## config.mk

```make
export PLATFORM = sky130hd
export DESIGN_NAME = circular_double_ended_queue
export DESIGN_NICKNAME = d
export VERILOG_FILES = /design/src/hdl/cdeq_pkg.sv /design/src/hdl/cdeq_ram.sv /design/src/hdl/cdeq_datapath.sv /design/src/hdl/cdeq_ctrl.sv /design/src/hdl/circular_double_ended_queue.sv
export SDC_FILE = /design/constraint.sdc
export NUM_CORES = 1
export LEC_CHECK = 0
export BUFFER_PORTS_ARGS = -buffer_cell sky130_fd_sc_hd__buf_2
export CAP_MARGIN = 0
export CORE_AREA = 2 2 240 195
export DETAILED_ROUTE_END_ITERATION = 8
export DIE_AREA = 0 0 242 197
export PLACE_DENSITY = 0.76
export SYNTH_ARGS = -nofsm -noshare
export SYNTH_HDL_FRONTEND = slang
export SYNTH_SLANG_ARGS = --single-unit
```

## constraint.sdc

```tcl
create_clock -name clk -period 5.2 [get_ports clk]
set_input_delay 0.52 -clock clk [delete_from_list [all_inputs] [get_ports clk]]
set_output_delay 0.52 -clock clk [all_outputs]
set_load 0.01 [all_outputs]
```

## src/hdl/cdeq_pkg.sv

```systemverilog
// ----------------------------------------------------------------------------
// cdeq_pkg
// Shared codes and control/status bundles for the circular deque.
// ----------------------------------------------------------------------------
package cdeq_pkg;

    // operation codes carried by cmd
    localparam logic [1:0] CMD_INS_FRONT = 2'd0;
    localparam logic [1:0] CMD_INS_REAR  = 2'd1;
    localparam logic [1:0] CMD_REM_FRONT = 2'd2;
    localparam logic [1:0] CMD_REM_REAR  = 2'd3;

    // result status codes
    localparam logic [1:0] STS_OK        = 2'd0;
    localparam logic [1:0] STS_OVERFLOW  = 2'd1;
    localparam logic [1:0] STS_UNDERFLOW = 2'd2;

    localparam int unsigned WORD_W = 32;

    // controller -> datapath
    typedef struct packed {
        logic exec;     // perform the operation on the accepted transaction
        logic capture;  // latch the store read data into the result
    } dp_cmd_t;

    // datapath -> controller
    typedef struct packed {
        logic needs_read; // the offered transaction is a removal that will succeed
    } dp_stat_t;

endpackage

```

## src/hdl/cdeq_ram.sv

```systemverilog
// ----------------------------------------------------------------------------
// cdeq_ram
// Generic single-write, single-read RAM with registered read data.
// ----------------------------------------------------------------------------
module cdeq_ram #(
    parameter int unsigned WIDTH = 32,
    parameter int unsigned DEPTH = 16
) (
    input  logic                     clk,
    input  logic                     wr_en,
    input  logic [$clog2(DEPTH)-1:0] wr_addr,
    input  logic [WIDTH-1:0]         wr_data,
    input  logic                     rd_en,
    input  logic [$clog2(DEPTH)-1:0] rd_addr,
    output logic [WIDTH-1:0]         rd_data
);

    logic [WIDTH-1:0] mem [DEPTH];

    always_ff @(posedge clk)
    begin
        if (wr_en)
        begin
            mem[wr_addr] <= wr_data;
        end
        if (rd_en)
        begin
            rd_data <= mem[rd_addr];
        end
    end

endmodule

```

## src/hdl/cdeq_datapath.sv

```systemverilog
// ----------------------------------------------------------------------------
// cdeq_datapath
// Head/tail pointers, occupancy, store and result registers.
// ----------------------------------------------------------------------------
module cdeq_datapath #(
    parameter int unsigned DEPTH = 16
) (
    input  logic                    clk,
    input  logic                    rst_n,
    input  cdeq_pkg::dp_cmd_t       ctl,
    output cdeq_pkg::dp_stat_t      sts,
    input  logic [1:0]              cmd,
    input  logic signed [31:0]      value,
    output logic signed [31:0]      data,
    output logic [1:0]              status,
    output logic                    is_empty,
    output logic                    is_full
);

    localparam int unsigned PTR_W = $clog2(DEPTH);
    localparam int unsigned OCC_W = $clog2(DEPTH + 1);
    localparam logic [PTR_W-1:0] LAST = PTR_W'(DEPTH - 1);
    localparam logic [OCC_W-1:0] FULL = OCC_W'(DEPTH);

    logic [PTR_W-1:0] head_reg, head_next;
    logic [PTR_W-1:0] tail_reg, tail_next;
    logic [OCC_W-1:0] occ_reg,  occ_next;
    logic [31:0]      data_reg;
    logic [1:0]       status_reg, status_next;
    logic             empty_reg, full_reg;

    logic             occ_zero, occ_full;
    logic [PTR_W-1:0] head_dn, head_up, tail_dn, tail_up;
    logic             wr_en, rd_en;
    logic [PTR_W-1:0] wr_addr, rd_addr;
    logic [31:0]      rd_data;

    assign occ_zero = (occ_reg == '0);
    assign occ_full = (occ_reg == FULL);
    assign head_dn  = (head_reg == '0)   ? LAST : head_reg - 1'b1;
    assign head_up  = (head_reg == LAST) ? '0   : head_reg + 1'b1;
    assign tail_dn  = (tail_reg == '0)   ? LAST : tail_reg - 1'b1;
    assign tail_up  = (tail_reg == LAST) ? '0   : tail_reg + 1'b1;

    assign sts.needs_read = cmd[1] & ~occ_zero;

    always_comb
    begin
        head_next   = head_reg;
        tail_next   = tail_reg;
        occ_next    = occ_reg;
        status_next = cdeq_pkg::STS_OK;
        wr_en       = 1'b0;
        rd_en       = 1'b0;
        wr_addr     = tail_reg;
        rd_addr     = head_reg;
        case (cmd)
            cdeq_pkg::CMD_INS_FRONT:
            begin
                if (occ_full)
                begin
                    status_next = cdeq_pkg::STS_OVERFLOW;
                end
                else
                begin
                    head_next = head_dn;
                    wr_addr   = head_dn;
                    wr_en     = ctl.exec;
                    occ_next  = occ_reg + 1'b1;
                end
            end
            cdeq_pkg::CMD_INS_REAR:
            begin
                if (occ_full)
                begin
                    status_next = cdeq_pkg::STS_OVERFLOW;
                end
                else
                begin
                    tail_next = tail_up;
                    wr_addr   = tail_reg;
                    wr_en     = ctl.exec;
                    occ_next  = occ_reg + 1'b1;
                end
            end
            cdeq_pkg::CMD_REM_FRONT:
            begin
                if (occ_zero)
                begin
                    status_next = cdeq_pkg::STS_UNDERFLOW;
                end
                else
                begin
                    rd_addr   = head_reg;
                    rd_en     = ctl.exec;
                    head_next = head_up;
                    occ_next  = occ_reg - 1'b1;
                end
            end
            default:
            begin
                if (occ_zero)
                begin
                    status_next = cdeq_pkg::STS_UNDERFLOW;
                end
                else
                begin
                    tail_next = tail_dn;
                    rd_addr   = tail_dn;
                    rd_en     = ctl.exec;
                    occ_next  = occ_reg - 1'b1;
                end
            end
        endcase
    end

    cdeq_ram #(
        .WIDTH (cdeq_pkg::WORD_W),
        .DEPTH (DEPTH)
    ) u_store (
        .clk     (clk),
        .wr_en   (wr_en),
        .wr_addr (wr_addr),
        .wr_data (value),
        .rd_en   (rd_en),
        .rd_addr (rd_addr),
        .rd_data (rd_data)
    );

    always_ff @(posedge clk or negedge rst_n)
    begin
        if (!rst_n)
        begin
            head_reg  <= '0;
            tail_reg  <= '0;
            occ_reg   <= '0;
            empty_reg <= 1'b1;
            full_reg  <= 1'b0;
        end
        else if (ctl.exec)
        begin
            head_reg  <= head_next;
            tail_reg  <= tail_next;
            occ_reg   <= occ_next;
            empty_reg <= (occ_next == '0);
            full_reg  <= (occ_next == FULL);
        end
    end

    // result payload; data is zero unless a removal's read is captured
    always_ff @(posedge clk)
    begin
        if (ctl.exec)
        begin
            data_reg   <= '0;
            status_reg <= status_next;
        end
        else if (ctl.capture)
        begin
            data_reg <= rd_data;
        end
    end

    assign data     = data_reg;
    assign status   = status_reg;
    assign is_empty = empty_reg;
    assign is_full  = full_reg;

endmodule

```

## src/hdl/cdeq_ctrl.sv

```systemverilog
// ----------------------------------------------------------------------------
// cdeq_ctrl
// Sequencer: accept, optional store read, present result.
// ----------------------------------------------------------------------------
module cdeq_ctrl (
    input  logic                clk,
    input  logic                rst_n,
    input  logic                in_valid,
    output logic                in_ready,
    output logic                out_valid,
    input  logic                out_ready,
    input  cdeq_pkg::dp_stat_t  sts,
    output cdeq_pkg::dp_cmd_t   ctl
);

    typedef enum logic [2:0] {
        S_IDLE = 3'b001,
        S_READ = 3'b010,
        S_OUT  = 3'b100
    } state_t;

    state_t state_reg, state_next;

    assign in_ready    = (state_reg == S_IDLE);
    assign out_valid   = (state_reg == S_OUT);
    assign ctl.exec    = in_ready & in_valid;
    assign ctl.capture = (state_reg == S_READ);

    always_comb
    begin
        state_next = state_reg;
        case (state_reg)
            S_IDLE:
            begin
                if (in_valid)
                begin
                    state_next = sts.needs_read ? S_READ : S_OUT;
                end
            end
            S_READ:
            begin
                state_next = S_OUT;
            end
            S_OUT:
            begin
                if (out_ready)
                begin
                    state_next = S_IDLE;
                end
            end
            default:
            begin
                state_next = S_IDLE;
            end
        endcase
    end

    always_ff @(posedge clk or negedge rst_n)
    begin
        if (!rst_n)
        begin
            state_reg <= S_IDLE;
        end
        else
        begin
            state_reg <= state_next;
        end
    end

endmodule

```

## src/hdl/circular_double_ended_queue.sv

```systemverilog
// Result: an insert or a failed removal shows its result in the cycle after acceptance;
//   a successful removal first goes through the store's registered read and the S_READ capture.
// Transactions: one at a time; a new one is accepted only after the pending result
//   has been taken on out_ready.
// Reset (rst_n, async, active low): deque empty, both pointers zero, no result pending;
//   store contents are not cleared and are never read before being written.
// ----------------------------------------------------------------------------
// circular_double_ended_queue
// Double-ended queue of signed 32-bit words held in a circular RAM of DEPTH
// entries. Each transaction inserts at or removes from either end and
// returns one result with the removed word, a status and empty/full flags.
// ----------------------------------------------------------------------------
module circular_double_ended_queue #(
    parameter int unsigned DEPTH = 16
) (
    input  logic               clk,
    input  logic               rst_n,
    // input channel
    input  logic               in_valid,
    output logic               in_ready,
    input  logic [1:0]         cmd,
    input  logic signed [31:0] value,
    // result channel
    output logic               out_valid,
    input  logic               out_ready,
    output logic signed [31:0] data,
    output logic [1:0]         status,
    output logic               is_empty,
    output logic               is_full
);

    // Controller and datapath talk only through these two bundles.
    cdeq_pkg::dp_cmd_t  ctl;
    cdeq_pkg::dp_stat_t sts;

    // The sequencer accepts a transaction only in idle, so the offered cmd
    // and value are sampled by the datapath on the accepting edge itself:
    // pointers, occupancy and flags update there, an insert writes the
    // store there, and a removal launches its read there.
    cdeq_ctrl u_ctrl (
        .clk       (clk),
        .rst_n     (rst_n),
        .in_valid  (in_valid),
        .in_ready  (in_ready),
        .out_valid (out_valid),
        .out_ready (out_ready),
        .sts       (sts),
        .ctl       (ctl)
    );

    // Result registers live in the datapath and hold steady while out_valid
    // waits for out_ready. Overflow and underflow leave the state untouched
    // and report zero data.
    cdeq_datapath #(
        .DEPTH (DEPTH)
    ) u_dp (
        .clk      (clk),
        .rst_n    (rst_n),
        .ctl      (ctl),
        .sts      (sts),
        .cmd      (cmd),
        .value    (value),
        .data     (data),
        .status   (status),
        .is_empty (is_empty),
        .is_full  (is_full)
    );

endmodule
```

Word-level counts from Yosys, hierarchy flattened:

Memory sizes are Yosys's and may differ from the RTL's. A register that Yosys moved wholly into a read port is not among the register bits.
Index checks and enable logic that the tools add are counted.

* flip-flop bits (word level): 52
* bits in writable memories: 512
* bits of input ports: 38
* output and inout port bits: 38
* logic and storage cells: 76
* memories kept: 1

Memories
* u_dp.u_store.mem: words 16, width 32, read ports 1, clocked after memory_dff 1, write ports 1, line cdeq_ram.sv:18 `logic [WIDTH-1:0] mem [DEPTH];`

* add/sub/neg operators: 6
* equal/unequal tests: 15
* mux-type cells: 30
* bitwise operators: 4
* reductions and logical operators: 12

Operator list (number)
* 2-to-1 mux 4 bit: 12
* one-hot mux 4 bit (2 select lines): 2
* 2-to-1 mux 5 bit: 3
* equality test 5 bit, second input constant: 2
* zero test 5 bit: 2
* != test 2 bit, second input constant: 5
* 2-to-1 mux 3 bit: 3
* one-hot mux 3 bit (3 select lines): 1
* adder 4 x 1 -> 4 bit, second input constant: 2
* equality test 4 bit, second input constant: 2
* zero test 4 bit: 2
* AND reduction 4 bit: 2
* subtractor 4 x 1 -> 4 bit, second input constant: 2
* 2-to-1 mux 1 bit: 7
* adder 5 x 1 -> 5 bit, second input constant: 1
* subtractor 5 x 1 -> 5 bit, second input constant: 1
* 2-to-1 mux 2 bit: 2
* OR reduction 2 bit: 2
* equality test 3 x 1 -> 1 bit, second input constant: 1
* equality test 3 x 2 -> 1 bit, second input constant: 1
* equality test 3 bit, second input constant: 1
* OR reduction 3 bit: 1
* AND 1 bit: 2
* equality test 2 x 1 -> 1 bit, second input constant: 1
* 6 further kinds: 7

Logic depth before layout (Yosys ltp):

Gate-level depths: netlist of run 1.

* depth in word-level cells: 6
* gate-level depth with buffers: 12

Cells and area by module:

Synthesis of run 1 repeated with hierarchy kept, for this count alone.

* cell total of the unflattened synthesis: 1126
* area total of the unflattened synthesis: 22801.9 sq um

By module, submodules not included
* cdeq_ram: instances 1, cells each 838, area each 20155.6 sq um, seq. area each 16335.7 sq um
* cdeq_datapath: instances 1, cells each 275, area each 2488.6 sq um, seq. area each 1077.3 sq um
* cdeq_ctrl: instances 1, cells each 13, area each 157.7 sq um, seq. area each 76.3 sq um

Worst setup path after synthesis of run 1:

No wires, ideal clock.

* path kind: register -> register
* start: register u_dp.occ_reg[0]
* end: memory u_dp.u_store.mem[0][0], enable pin
* library setup time: 421 ps
* arrival: 3409 ps
* slack: 1370 ps
* stages on the path, launching flop included: 10
* path buffers: 1
* period minus slack after synthesis: 3830 ps
* cell sequence: dfrtp_1 -> inv_1 -> ha_1 -> nor3b_1 -> and2_1 -> or3_1 -> buf_2 -> mux2i_1 -> nand3_1 -> nor2_1

* word-level cells in the longest chain between the ends: 5

RTL lines
* start, declared: line cdeq_datapath.sv:27 `logic [OCC_W-1:0] occ_reg, occ_next;`
* start signal, assigned: line cdeq_datapath.sv:144 `occ_reg <= occ_next;`
* equality test 5 bit *: line cdeq_datapath.sv:39 `assign occ_full = (occ_reg == FULL);`
* 2-to-1 mux 1 bit: line cdeq_datapath.sv:60, cdeq_datapath.sv:74
* 2-to-1 mux 1 bit
* 2-to-1 mux 1 bit: line cdeq_ram.sv:22 `if (wr_en)`
* 2-to-1 mux 1 bit (implied by the code): line cdeq_ram.sv:24 `mem[wr_addr] <= wr_data;`
* end, declared: line cdeq_ram.sv:18

Every way passes the cells marked *; elsewhere a longest branch is shown, timed or not.

Final worst setup path of run 1:

* start: register u_dp.occ_reg[0]
* end: memory u_dp.u_store.mem[4][30], enable pin

The elaborated chain is that of the path after synthesis.

==> impl_metrics.csv, run 1 <==
group,metric,value,unit
outcome,status,"finished clean",
clock_tree,clock_latency,0.60,ns
final_layout,drive_gt1_share,14.06,%
sta,setup_tns,0,ns
power_and_ir_drop,p_per_area,528.6,mW/mm²
floorplanning,coreArea,0.04519,mm²
clock_tree,clkSinkCount,596,
clock_tree,clock_path_buffers,3,
synth,yosysTopAreaCell,"edfxtp_1",
sta,finalHoldViolations,0,
drt,dr.pass1.iters,5,
final_layout,multi_input_area,0.005829,mm²
power_and_ir_drop,ir_drop,0.3542,mV
sta,holdWs,0.1373,ns
critical_path,cp_max_fo,32,
floorplanning,start_util,52.59,%
sta,setup_viol,0,
synth,synthCells,1584,
final_layout,largest_reg_flops,512,
synth,synth_common_cells,"546 x edfxtp_1, 236 x nand2_1, 109 x mux2i_1",
clock_tree,cts_buffers,55,
power_and_ir_drop,power.leakage,8.993,nW
synth,yosysSeqAreaShare,73.59,%
synth,synthArstFlopShare,3.020,%
synth,synth_nets,1628,
global_route,grt_start_max_net_pins,95,
synth,synth-edff-count,546,
place,placed_area,0.02481,mm²
place,gp_congestion,0.8685,
sta,finClkSkew,0.02236,ns
place,portBuffers,75,
critical_path,r2r_slack,1.16,ns
drt,ant_nets,0,
floorplanning,die_x,242,µm
clock_tree,ctsResizeCount,0,
critical_path,cp-start-kind,"flop",
drt,drt_iter0_drc,1632,
floorplanning,placementRows,70,
global_route,track_usage,23.11,%
synth,synthFlopType,"edfxtp_1",
sta,rsz0062_at_grt,"no",
min_path,worstHoldStart,"out_ready",
sta,max_freq,0.2477,GHz
global_route,grt_pass1_wl,83.23,mm
global_route,overflow,0,
sta,min_period,4.038,ns
clock_tree,clockRootBuffer,"clkbuf_16",
critical_path,path_class,"reg2reg",
final_layout,regArea,0.01749,mm²
min_path,hold_path_end,"u_ctrl.state_reg[2]",
drt,routed_via_density,6.138,
clock_tree,cts_tree,"done",
critical_path,r2r_cells,8,
critical_path,reg2reg_to,"u_dp.u_store.mem[4][30]",
critical_path,required,5.39,ns
critical_path,arrival,4.23,ns
critical_path,end_kind,"flop",
job,drv_cap,0,
synth,syn_area,0.02377,mm²
synth,synth.area.top_cells,"edfxtp_1 69%, mux2i_1 4.6%, nand2_1 3.7%, a32oi_1 3.2%, dfxtp_1 2.7%",
global_route,first_global_vias,13720,
sta,slew_viol_final,0,
floorplanning,dieArea,0.04767,mm²
drt,drcViolationCount,0,
critical_path,r2r-start,"u_dp.occ_reg[0]",
synth,syn_area_per_cell,15.00,µm²
drt,num_vias,14100,
synth,synth.most_common_cell,"edfxtp_1",
drt,wl_per_cell,24.24,µm
sta,maxSlewHeadroom,15.86,%
synth,synth_seq_cells,596,
final_layout,final_cell_area,0.02654,mm²
clock_tree,clk_pin_slew,0.07,ns
synth,synth_warnings,0,
drt,routed_wl,55.71,mm
min_path,min_delay_path_depth,2,
synth,synthDistinctLibCells,67,
final_layout,num_antenna_cells,0,
min_path,hold_path_class,"in2reg",
final_layout,syn2layout_area_growth,11.69,%
place,place_hpwl,30.59,mm
final_layout,nFillCells,3393,
floorplanning,die_h,197,µm
final_layout,layout.nets,1687,
floorplanning,io_pins,76,
sta,period_share,77.65,%
clock_tree,htreeDepth,2,
global_route,antenna_found_initial,1,
synth,synth_top_area_share,68.99,%
sta,tightest_slew,1.259,ns
placed cells by master, fill, tap and decap left out, types with 4 or more instances in the layout:
| cell type | synthesis | final |
|---|---|---|
| inv_1 | 7 | 7 |
| nand3_1 | 8 | 8 |
| dfrtp_1 | 16 | 16 |
| mux2_2 | 5 | 5 |
| ha_1 | 6 | 6 |
| buf_2 | 32 | 75 |
| and2_1 | 7 | 7 |
| clkinv_2 | 0 | 11 |
| and4_1 | 32 | 32 |
| buf_4 | 4 | 34 |
| nor2_4 | 1 | 19 |
| o21ai_0 | 33 | 33 |
| o21ai_1 | 26 | 26 |
| nor2b_1 | 7 | 7 |
| nand3b_1 | 5 | 5 |
| clkbuf_16 | 0 | 56 |
| and3_1 | 80 | 80 |
| clkbuf_1 | 56 | 9 |
| a21oi_1 | 44 | 44 |
| nand2b_1 | 6 | 6 |
| dfxtp_1 | 32 | 32 |
| o31ai_1 | 5 | 4 |
| a32oi_1 | 86 | 86 |
| edfxtp_1 | 546 | 546 |
| mux2i_1 | 109 | 108 |
| bufinv_16 | 0 | 4 |
| a211oi_1 | 79 | 79 |
| clkinv_1 | 1 | 14 |
| nor2_1 | 33 | 15 |
| xor2_1 | 5 | 5 |
| nand2_1 | 236 | 236 |
| nor3_1 | 7 | 7 |
power by group:
| group | switching, mW | internal (mW) |
|---|---|---|
| sequential | 0.223 | 5.70 |
| combinational | 2.74 | 1.45 |
| clock | 1.74 | 2.17 |
metrics by stage:
stage          cells  power (mW)  setup slack (ns)  util, %
2_1_floorplan   1584       8.880             1.370        -
3_3_place_gp    2197       10.05             1.427    54.89
3_5_place_dp    2197       10.17             1.258    54.89
4_1_cts         2298       14.05             1.223    58.73
5_1_grt         2298       14.60            0.9451    58.73
6_report        2298       14.03             1.162    58.73
what timing repair did:
| item | in CTS | in global routing |
|---|---|---|
| endpoints found under the hold margin | 16 | 0 |
| buffers inserted | 0 | 0 |
| hold buffers | 1 | 0 |
worst max path at each step:
stage / startpoint / end / slack (ns) / depth (start not counted)
finish: u_dp.occ_reg[0] / u_dp.u_store.mem[4][30] / 1.16 / 8
global placement: u_dp.occ_reg[0] / u_dp.u_store.mem[1][3] / 1.43 / 9
detailed placement: u_dp.occ_reg[0] / u_dp.u_store.mem[1][1] / 1.26 / 9
global route: u_dp.occ_reg[0] / u_dp.u_store.mem[1][2] / 0.95 / 9
CTS: u_dp.occ_reg[0] / u_dp.u_store.mem[1][8] / 1.22 / 9
floorplan: u_dp.occ_reg[0] / u_dp.u_store.mem[0][0] / 1.37 / 9
worst max-delay path, stage by stage (launching register included):
cell and delay [ns]:
dfrtp_1 0.45, inv_1 0.19, ha_1 0.27, nor3b_1 0.49, and2_1 0.26, or3_1 0.28, mux2i_1 0.28, nand3_1 0.37
nor2_4 1.02
area by class of cell:
type | count | area share (%)
Clock buffer | 65 | 5.407
Clock inverter | 35 | 1.103
Inverter | 8 | 0.1131
Multi-Input combinational cell | 869 | 21.96
Sequential cell | 596 | 65.89
Tap cell | 612 | 2.885
Timing Repair Buffer | 113 | 2.640
metal layers:
metal,global-route usage [%],up-vias,part of all wire (%)
met1,34.07,7052,43
li1,-,6291,-
met2,35.36,640,45
met5,0,-,0.023
met3,3.894,119,8.3
met4,7.522,2,2.7
logic make-up (layout without fill, tap and decap cells):
kind of cell / Yosys count / after routing / synth area share [%]
DFF: 596 / 596 / 73.59
and+or+nand+nor: 445 / 445 / 9.471
AOI/OAI and AO/OA: 296 / 296 / 8.850
buffers and inverters: 119 / 221 / 2.648
muxes: 114 / 114 / 4.828
xor gates and xnor gates: 8 / 8 / 0.2948
adders and majority gates: 6 / 6 / 0.3159
(Power assumes the default switching activity.)
==> inputs of run 2 (changes only) <==
--- a/config.mk
+++ b/config.mk
@@ -5,11 +5,12 @@
 export SDC_FILE = /design/constraint.sdc
 export NUM_CORES = 1
 export LEC_CHECK = 0
+export ABC_AREA = 1
 export BUFFER_PORTS_ARGS = -buffer_cell sky130_fd_sc_hd__buf_2
 export CAP_MARGIN = 0
-export CORE_AREA = 2 2 240 195
+export CORE_AREA = 2 2 248 201
 export DETAILED_ROUTE_END_ITERATION = 8
-export DIE_AREA = 0 0 242 197
+export DIE_AREA = 0 0 250 203
 export PLACE_DENSITY = 0.76
 export SYNTH_ARGS = -nofsm -noshare
 export SYNTH_HDL_FRONTEND = slang
==> constraint.sdc (replaced) <==
create_clock -name clk -period 4.2 [get_ports clk]
set_input_delay 0.42 -clock clk [delete_from_list [all_inputs] [get_ports clk]]
set_output_delay 0.42 -clock clk [all_outputs]
set_load 0.01 [all_outputs]
==> run 2 against run 1 <==
Register-to-register slack worse by 0.30 ns. First-iteration DRC count is 50% higher. Count of clock-buffer cells in the layout up 9. Final cell count grew 32%. Total power grew 30%. Fmax is 21% higher. Clock skew about the same. Sequential power up 23%. Combinational power rose by 41%.
==> impl_metrics.csv, run 2 <==
group,metric,value,unit
power_and_ir_drop,pwr-share-clk,27.6,%
final_layout,num_antenna_cells,0,
synth,synth_top_area_share,64.47,%
synth,synthArstFlopShare,3.020,%
clock_tree,ctsResizeCount,0,
sta,setup_tns,0,ns
final_layout,final_cells,3028,
global_route,met1_usage,35.83,%
outcome,status,"finished clean",
sta,finalHoldViolations,0,
critical_path,path_class,"reg2reg",
job,drv_cap,0,
synth,synth_seq_cells,596,
place,place_hpwl,36.04,mm
floorplanning,dieArea,0.05075,mm²
floorplanning,die_x,250,µm
sta,finClkSkew,0.02221,ns
global_route,overflow,0,
critical_path,required,4.47,ns
clock_tree,htreeDepth,2,
drt,dr.pass1.iters,6,
floorplanning,placementRows,72,
drt,num_vias,17540,
critical_path,slowest_stage,"nor2_4",
final_layout,largest_reg_flops,512,
clock_tree,clockRootBuffer,"clkbuf_16",
sta,min_period,3.340,ns
synth,synth-edff-count,546,
place,placed_area,0.02653,mm²
power_and_ir_drop,p_total,18.20,mW
drt,routed_wl,62.17,mm
critical_path,crit_path_max_incr_delay,0.58,ns
drt,ant_nets,0,
synth,synth_nets,2366,
min_path,min_delay_path_depth,2,
sta,setup_viol,0,
place,gp_congestion,0.8813,
critical_path,crit_buf_inv,2,
synth,synth.most_common_cell,"nand2_1",
min_path,hold_path_class,"in2reg",
floorplanning,start_util,52.87,%
synth,synthCells,2322,
critical_path,end_kind,"flop",
sta,maxSlewHeadroom,40.76,%
sta,tightest_slew,0.8876,ns
drt,wl_per_cell,20.53,µm
global_route,first_global_vias,16690,
power_and_ir_drop,power.leakage,11.09,nW
synth,synth_warnings,0,
final_layout,layout_common_cells,"657 x nand2_1, 546 x edfxtp_1, 500 x nand3_1",
power_and_ir_drop,p_int,11.62,mW
synth,yosysTopAreaCell,"edfxtp_1",
global_route,gr-usage-met3,5.436,%
critical_path,crit_family,"simple AND/OR/NAND/NOR gates",
clock_tree,clock_path_buffers,3,
critical_path,cp-start-kind,"flop",
floorplanning,die_h,203,µm
power_and_ir_drop,switching_share,36.17,%
synth,synth.area.top_cells,"edfxtp_1 64%, nand3_1 9.8%, nand2_1 9.7%, inv_1 2.9%, nand3b_1 2.8%",
drt,routed_via_density,5.793,
drt,drcViolationCount,0,
clock_tree,clkSinkCount,596,
power_and_ir_drop,pwr-share-seq,39.9,%
final_layout,syn2layout_area_growth,11.43,%
global_route,busiest_layer,"met2",
sta,slew_viol_final,0,
power_and_ir_drop,p_per_area,642.2,mW/mm²
critical_path,path_cells,"inv_1 -> ha_1 -> nand2_1 -> nor2_1 -> nand2_1 -> nand3_1 -> o21ai_0 -> nand3_1 -> nor2_4 -> buf_12",
critical_path,r2r_slack,0.86,ns
synth,syn_area,0.02543,mm²
final_layout,layout_commonest_cell,"nand2_1",
min_path,worstHoldStart,"in_valid",
power_and_ir_drop,p_switching,6.582,mW
critical_path,r2r-start,"u_dp.occ_reg[0]",
sta,rsz0062_at_grt,"no",
global_route,use_met2,37.08,%
power_and_ir_drop,ir_drop,0.4033,mV
sta,max_freq,0.2994,GHz
global_route,antenna_found_initial,2,
floorplanning,coreArea,0.04811,mm²
global_route,grt_pass1_wl,96.17,mm
sta,period_share,79.53,%
min_path,hold_path_end,"u_ctrl.state_reg[0]",
critical_path,cp_max_fo,22,
synth,synthFlopType,"edfxtp_1",
clock_tree,cts_tree,"done",
critical_path,reg2reg_to,"u_dp.u_store.mem[4][1]",
global_route,grt_start_max_net_pins,163,
place,dp_cells,2928,
place,portBuffers,75,
floorplanning,io_pins,76,
sta,fin_ws,0.8596,ns
place,pre_cts_slack,0.9535,ns
synth,synth_common_cells,"658 x nand2_1, 546 x edfxtp_1, 500 x nand3_1",
clock_tree,clk_pin_slew,0.06,ns
synth,synthDistinctLibCells,35,
global_route,track_usage,24.39,%
clock_tree,cts_buffers,55,
drt,drt_iter0_drc,2440,
synth,yosysSeqAreaShare,68.77,%
critical_path,arrival,3.62,ns
final_layout,drive_gt1_share,9.796,%
critical_path,r2r_cells,10,
final_layout,layout.nets,2401,
synth,syn_area_per_cell,10.95,µm²
power_and_ir_drop,combPwrFrac,32.5,%
final_layout,final_cell_area,0.02834,mm²
clock_tree,clock_latency,0.59,ns
==> run 2: cell types whose count changed in the layout (fill, tap and decap cells not counted), moves of 10 or more <==
cell	delta
mux2i_1	-108
a211oi_1	-79
a32oi_1	-86
inv_1	+188
nand2_1	+421
o21ai_1	-26
buf_12	+10
and3_1	-80
nand3b_1	+91
and4_1	-32
nand3_1	+492
==> run 2: layer usage <==
| layer | wire length (µm) | vias up |
|---|---|---|
| met2 | 27620 | 1000 |
| li1 | - | 8014 |
| met3 | 7496 | 109 |
| met1 | 25810 | 8415 |
| met4 | 1208 | 4 |
| met5 | 25 | - |
==> run 2: layout make-up <==
type                            count  area [µm²]
Fill cell                        3786       19770
Sequential cell                   596       17490
Multi-Input combinational cell   1385        6630
Clock buffer                       74        1550
Timing Repair Buffer              121       885.9
Tap cell                          629       787.0
Inverter                          198       743.2
Clock inverter                     25       254.0
==> run 2: kinds of logic after synthesis <==
logic type	share of synthesized area, %
AND/OR/NAND/NOR	23.24
adder cells (fa/ha/maj)	0.2952
AO/OA/AOI/OAI	1.505
flip-flops	68.77
XOR/XNOR	0.2755
buffers and inverters	5.923
==> run 2: repair_timing <==
item                                   CTS  global route
hold buffers                             1             0
setup buffers                            0             0
endpoints found under the hold margin   16             0
==> run 2: worst max path at each step <==
stage                    startpoint                      end  slack (ns)  depth (start not counted)
CTS                 u_dp.occ_reg[0]   u_dp.u_store.mem[8][7]        0.90                         10
global placement    u_dp.occ_reg[0]  u_dp.u_store.mem[8][17]        1.04                         10
detailed placement  u_dp.occ_reg[0]  u_dp.u_store.mem[8][20]        0.95                         11
global route        u_dp.occ_reg[0]   u_dp.u_store.mem[4][2]        0.68                         10
finish              u_dp.occ_reg[0]   u_dp.u_store.mem[4][1]        0.86                         10
floorplan           u_dp.occ_reg[0]   u_dp.u_store.mem[8][0]        0.83                          9
==> run 2: through the flow <==
stage | hold WS (ns) | utilization (%)
2_1_floorplan | 0.1244 | -
3_3_place_gp | 0.3733 | 55.14
3_5_place_dp | 0.3882 | 55.14
4_1_cts | 0.03433 | 58.91
5_1_grt | 0.04090 | 58.91
6_report | 0.05786 | 58.91
==> run 2: worst reg2reg max path, stage by stage, from the launching register on <==
cell     delay [ns]
dfrtp_1        0.41
inv_1          0.10
ha_1           0.27
nand2_1        0.09
nor2_1         0.06
nand2_1        0.14
nand3_1        0.26
o21ai_0        0.43
nand3_1        0.42
nor2_4         0.58
buf_12         0.27
==> run 2: power by group through the flow <==
stage | Sequential [mW] | Combinational (mW) | Clock [mW]
finish | 7.27 | 5.92 | 5.01
global route | 7.29 | 6.52 | 5.28
CTS | 7.25 | 5.82 | 5.05
detailed placement | 7.37 | 5.79 | 0
global placement | 7.36 | 5.63 | 0
floorplan | 7.31 | 4.09 | 0
==> inputs of run 3 (changes only) <==
==> constraint.sdc (replaced) <==
create_clock -name clk -period 3.1 [get_ports clk]
set_input_delay 0.31 -clock clk [delete_from_list [all_inputs] [get_ports clk]]
set_output_delay 0.31 -clock clk [all_outputs]
set_load 0.01 [all_outputs]
==> run 3 against run 2 <==
Total power grew 37%. Fmax up 16%. Count of clock-buffer cells in the layout is 7 higher. Combinational power up 47%. Die area did not move. Via count increased by 1.2%. Clock power grew 28%. Hold slack improved by 0.025 ns. Sequential share of layout area decreased by 0.76 points. Non-clock buffer count is 27 higher. Sequential cell count unchanged. Critical path type unchanged. Critical endpoint is now u_dp.u_store.mem[8][19].
==> impl_metrics.csv, run 3 (synthesis results as in run 2) <==
group,metric,value,unit
outcome,status,"finished clean",
sta,rsz0062_at_grt,"no",
floorplanning,io_pins,76,
floorplanning,die_h,203,µm
place,portBuffers,75,
drt,wl_per_cell,20.99,µm
sta,min_period,2.880,ns
clock_tree,htreeDepth,2,
critical_path,r2r-start,"u_dp.occ_reg[0]",
sta,period_share,92.91,%
critical_path,crit_path_max_incr_delay,0.44,ns
power_and_ir_drop,ir_drop,0.7827,mV
floorplanning,placementRows,72,
critical_path,r2r_slack,0.22,ns
floorplanning,dieArea,0.05075,mm²
min_path,hold_path_class,"in2reg",
final_layout,layout.nets,2427,
global_route,overflow,0,
clock_tree,cts_setup_buffers,0,
final_layout,largest_reg_flops,512,
drt,routed_wl,64.18,mm
critical_path,end_kind,"flop",
sta,maxSlewHeadroom,39.97,%
min_path,min_delay_path_depth,1,
clock_tree,clk_pin_slew,0.07,ns
place,place_hpwl,37.83,mm
final_layout,layout_common_cells,"657 x nand2_1, 546 x edfxtp_1, 499 x nand3_1",
drt,dr.pass1.iters,6,
critical_path,path_class,"reg2reg",
critical_path,r2r_cells,10,
critical_path,arrival,3.17,ns
sta,max_freq,0.3472,GHz
drt,drcViolationCount,0,
power_and_ir_drop,p_total,24.87,mW
critical_path,crit_family,"simple AND/OR/NAND/NOR gates",
clock_tree,clock_latency,0.63,ns
floorplanning,start_util,52.87,%
place,dp_cells,2953,
drt,num_vias,17750,
drt,drt_iter0_drc,2302,
clock_tree,clkSinkCount,596,
critical_path,slowest_stage,"o21ai_0",
critical_path,cp-startpoint,"u_dp.occ_reg[0]",
sta,finClkSkew,0.02653,ns
drt,routed_via_density,5.804,
critical_path,crit_top_cell,"nand2_1",
global_route,antenna_found_initial,4,
final_layout,drive_gt1_share,10.55,%
global_route,grt_pass1_wl,98.20,mm
final_layout,layout_commonest_cell,"nand2_1",
sta,slew_viol_final,0,
final_layout,final_cells,3058,
critical_path,reg2reg_to,"u_dp.u_store.mem[8][19]",
global_route,track_usage,25.22,%
sta,finalHoldViolations,0,
global_route,grt_start_max_net_pins,97,
global_route,first_global_vias,16940,
critical_path,path_cells,"inv_1 -> ha_1 -> nand2_1 -> nor2_1 -> nand2_1 -> nand3_1 -> o21ai_0 -> nand2_1 -> nor2_4 -> buf_12",
critical_path,cp-start-kind,"flop",
clock_tree,cts_tree,"done",
critical_path,required,3.39,ns
power_and_ir_drop,power.leakage,11.24,nW
sta,tightest_slew,0.8994,ns
final_layout,syn2layout_area_growth,12.81,%
job,drv_cap,0,
sta,setup_viol,0,
min_path,worstHoldStart,"value[25]",
clock_tree,clockRootBuffer,"clkbuf_16",
clock_tree,clock_path_buffers,3,
power_and_ir_drop,p_per_area,866.8,mW/mm²
floorplanning,coreArea,0.04811,mm²
critical_path,cp_max_fo,32,
floorplanning,die_x,250,µm
min_path,hold_path_end,"u_dp.u_store.mem[10][25]",
clock_tree,cts_buffers,54,
critical_path,crit_buf_inv,2,
final_layout,final_core_util,59.64,%
critical_path,cp.depth,10,
drt,ant_nets,0,
place,gp_congestion,0.8982,
## run 3: timing repair
action	CTS	global route
hold buffers	3	0
endpoints found under the hold margin	20	0
resized for setup	0	1
setup endpoints to repair	0	19
## run 3: worst max-delay path by stage
stage                     slack (ns)                  endpoint
final                           0.22   u_dp.u_store.mem[8][19]
after global routing          0.0009  u_dp.u_store.mem[15][14]
after CTS                       0.21  u_dp.u_store.mem[13][16]
after detailed placement        0.23  u_dp.u_store.mem[13][19]
after global placement          0.27  u_dp.u_store.mem[13][19]
after floorplan                -0.27    u_dp.u_store.mem[8][0]
## run 3: cell type report
| class | count | area, µm² |
|---|---|---|
| repair buffers | 148 | 1344 |
| diodes | 2 | 5.005 |
| multi-input cells | 1385 | 6635 |
| flip-flops and latches | 596 | 17490 |
| inverters | 198 | 743.2 |
| clock buffers | 81 | 1574 |
| clock inverters | 19 | 113.9 |
| fillers | 3750 | 19410 |
| well taps | 629 | 787.0 |
## run 3: through the flow
step / worst slack [ns] / hold WS, ns / area (µm²) / TNS [ns]
finish: 0.2199 / 0.08264 / 28690 / 0
global route: 0.0009359 / 0.08084 / 28690 / 0
CTS: 0.2055 / 0.05535 / 28680 / 0
detailed placement: 0.2283 / 0.2838 / 26960 / 0
global placement: 0.2745 / 0.2860 / 26960 / 0
floorplan: -0.2711 / 0.01441 / 25440 / -125.03
## run 3: layer usage
| metal | up-vias | GRT usage [%] | routed length (µm) | part of all wire [%] |
|---|---|---|---|---|
| met5 | - | 0 | 26 | 0.041 |
| met4 | 4 | 8.127 | 1707 | 2.7 |
| met3 | 137 | 4.962 | 7095 | 11 |
| met2 | 1060 | 38.70 | 28840 | 45 |
| met1 | 8468 | 36.51 | 26510 | 41 |
| li1 | 8081 | - | - | - |
## run 3: power breakdown
part	internal, mW	switching [mW]	leakage (nW)
combinational	2.57	6.13	5.01
clock	3.51	2.90	0.835
sequential	9.47	0.292	5.40
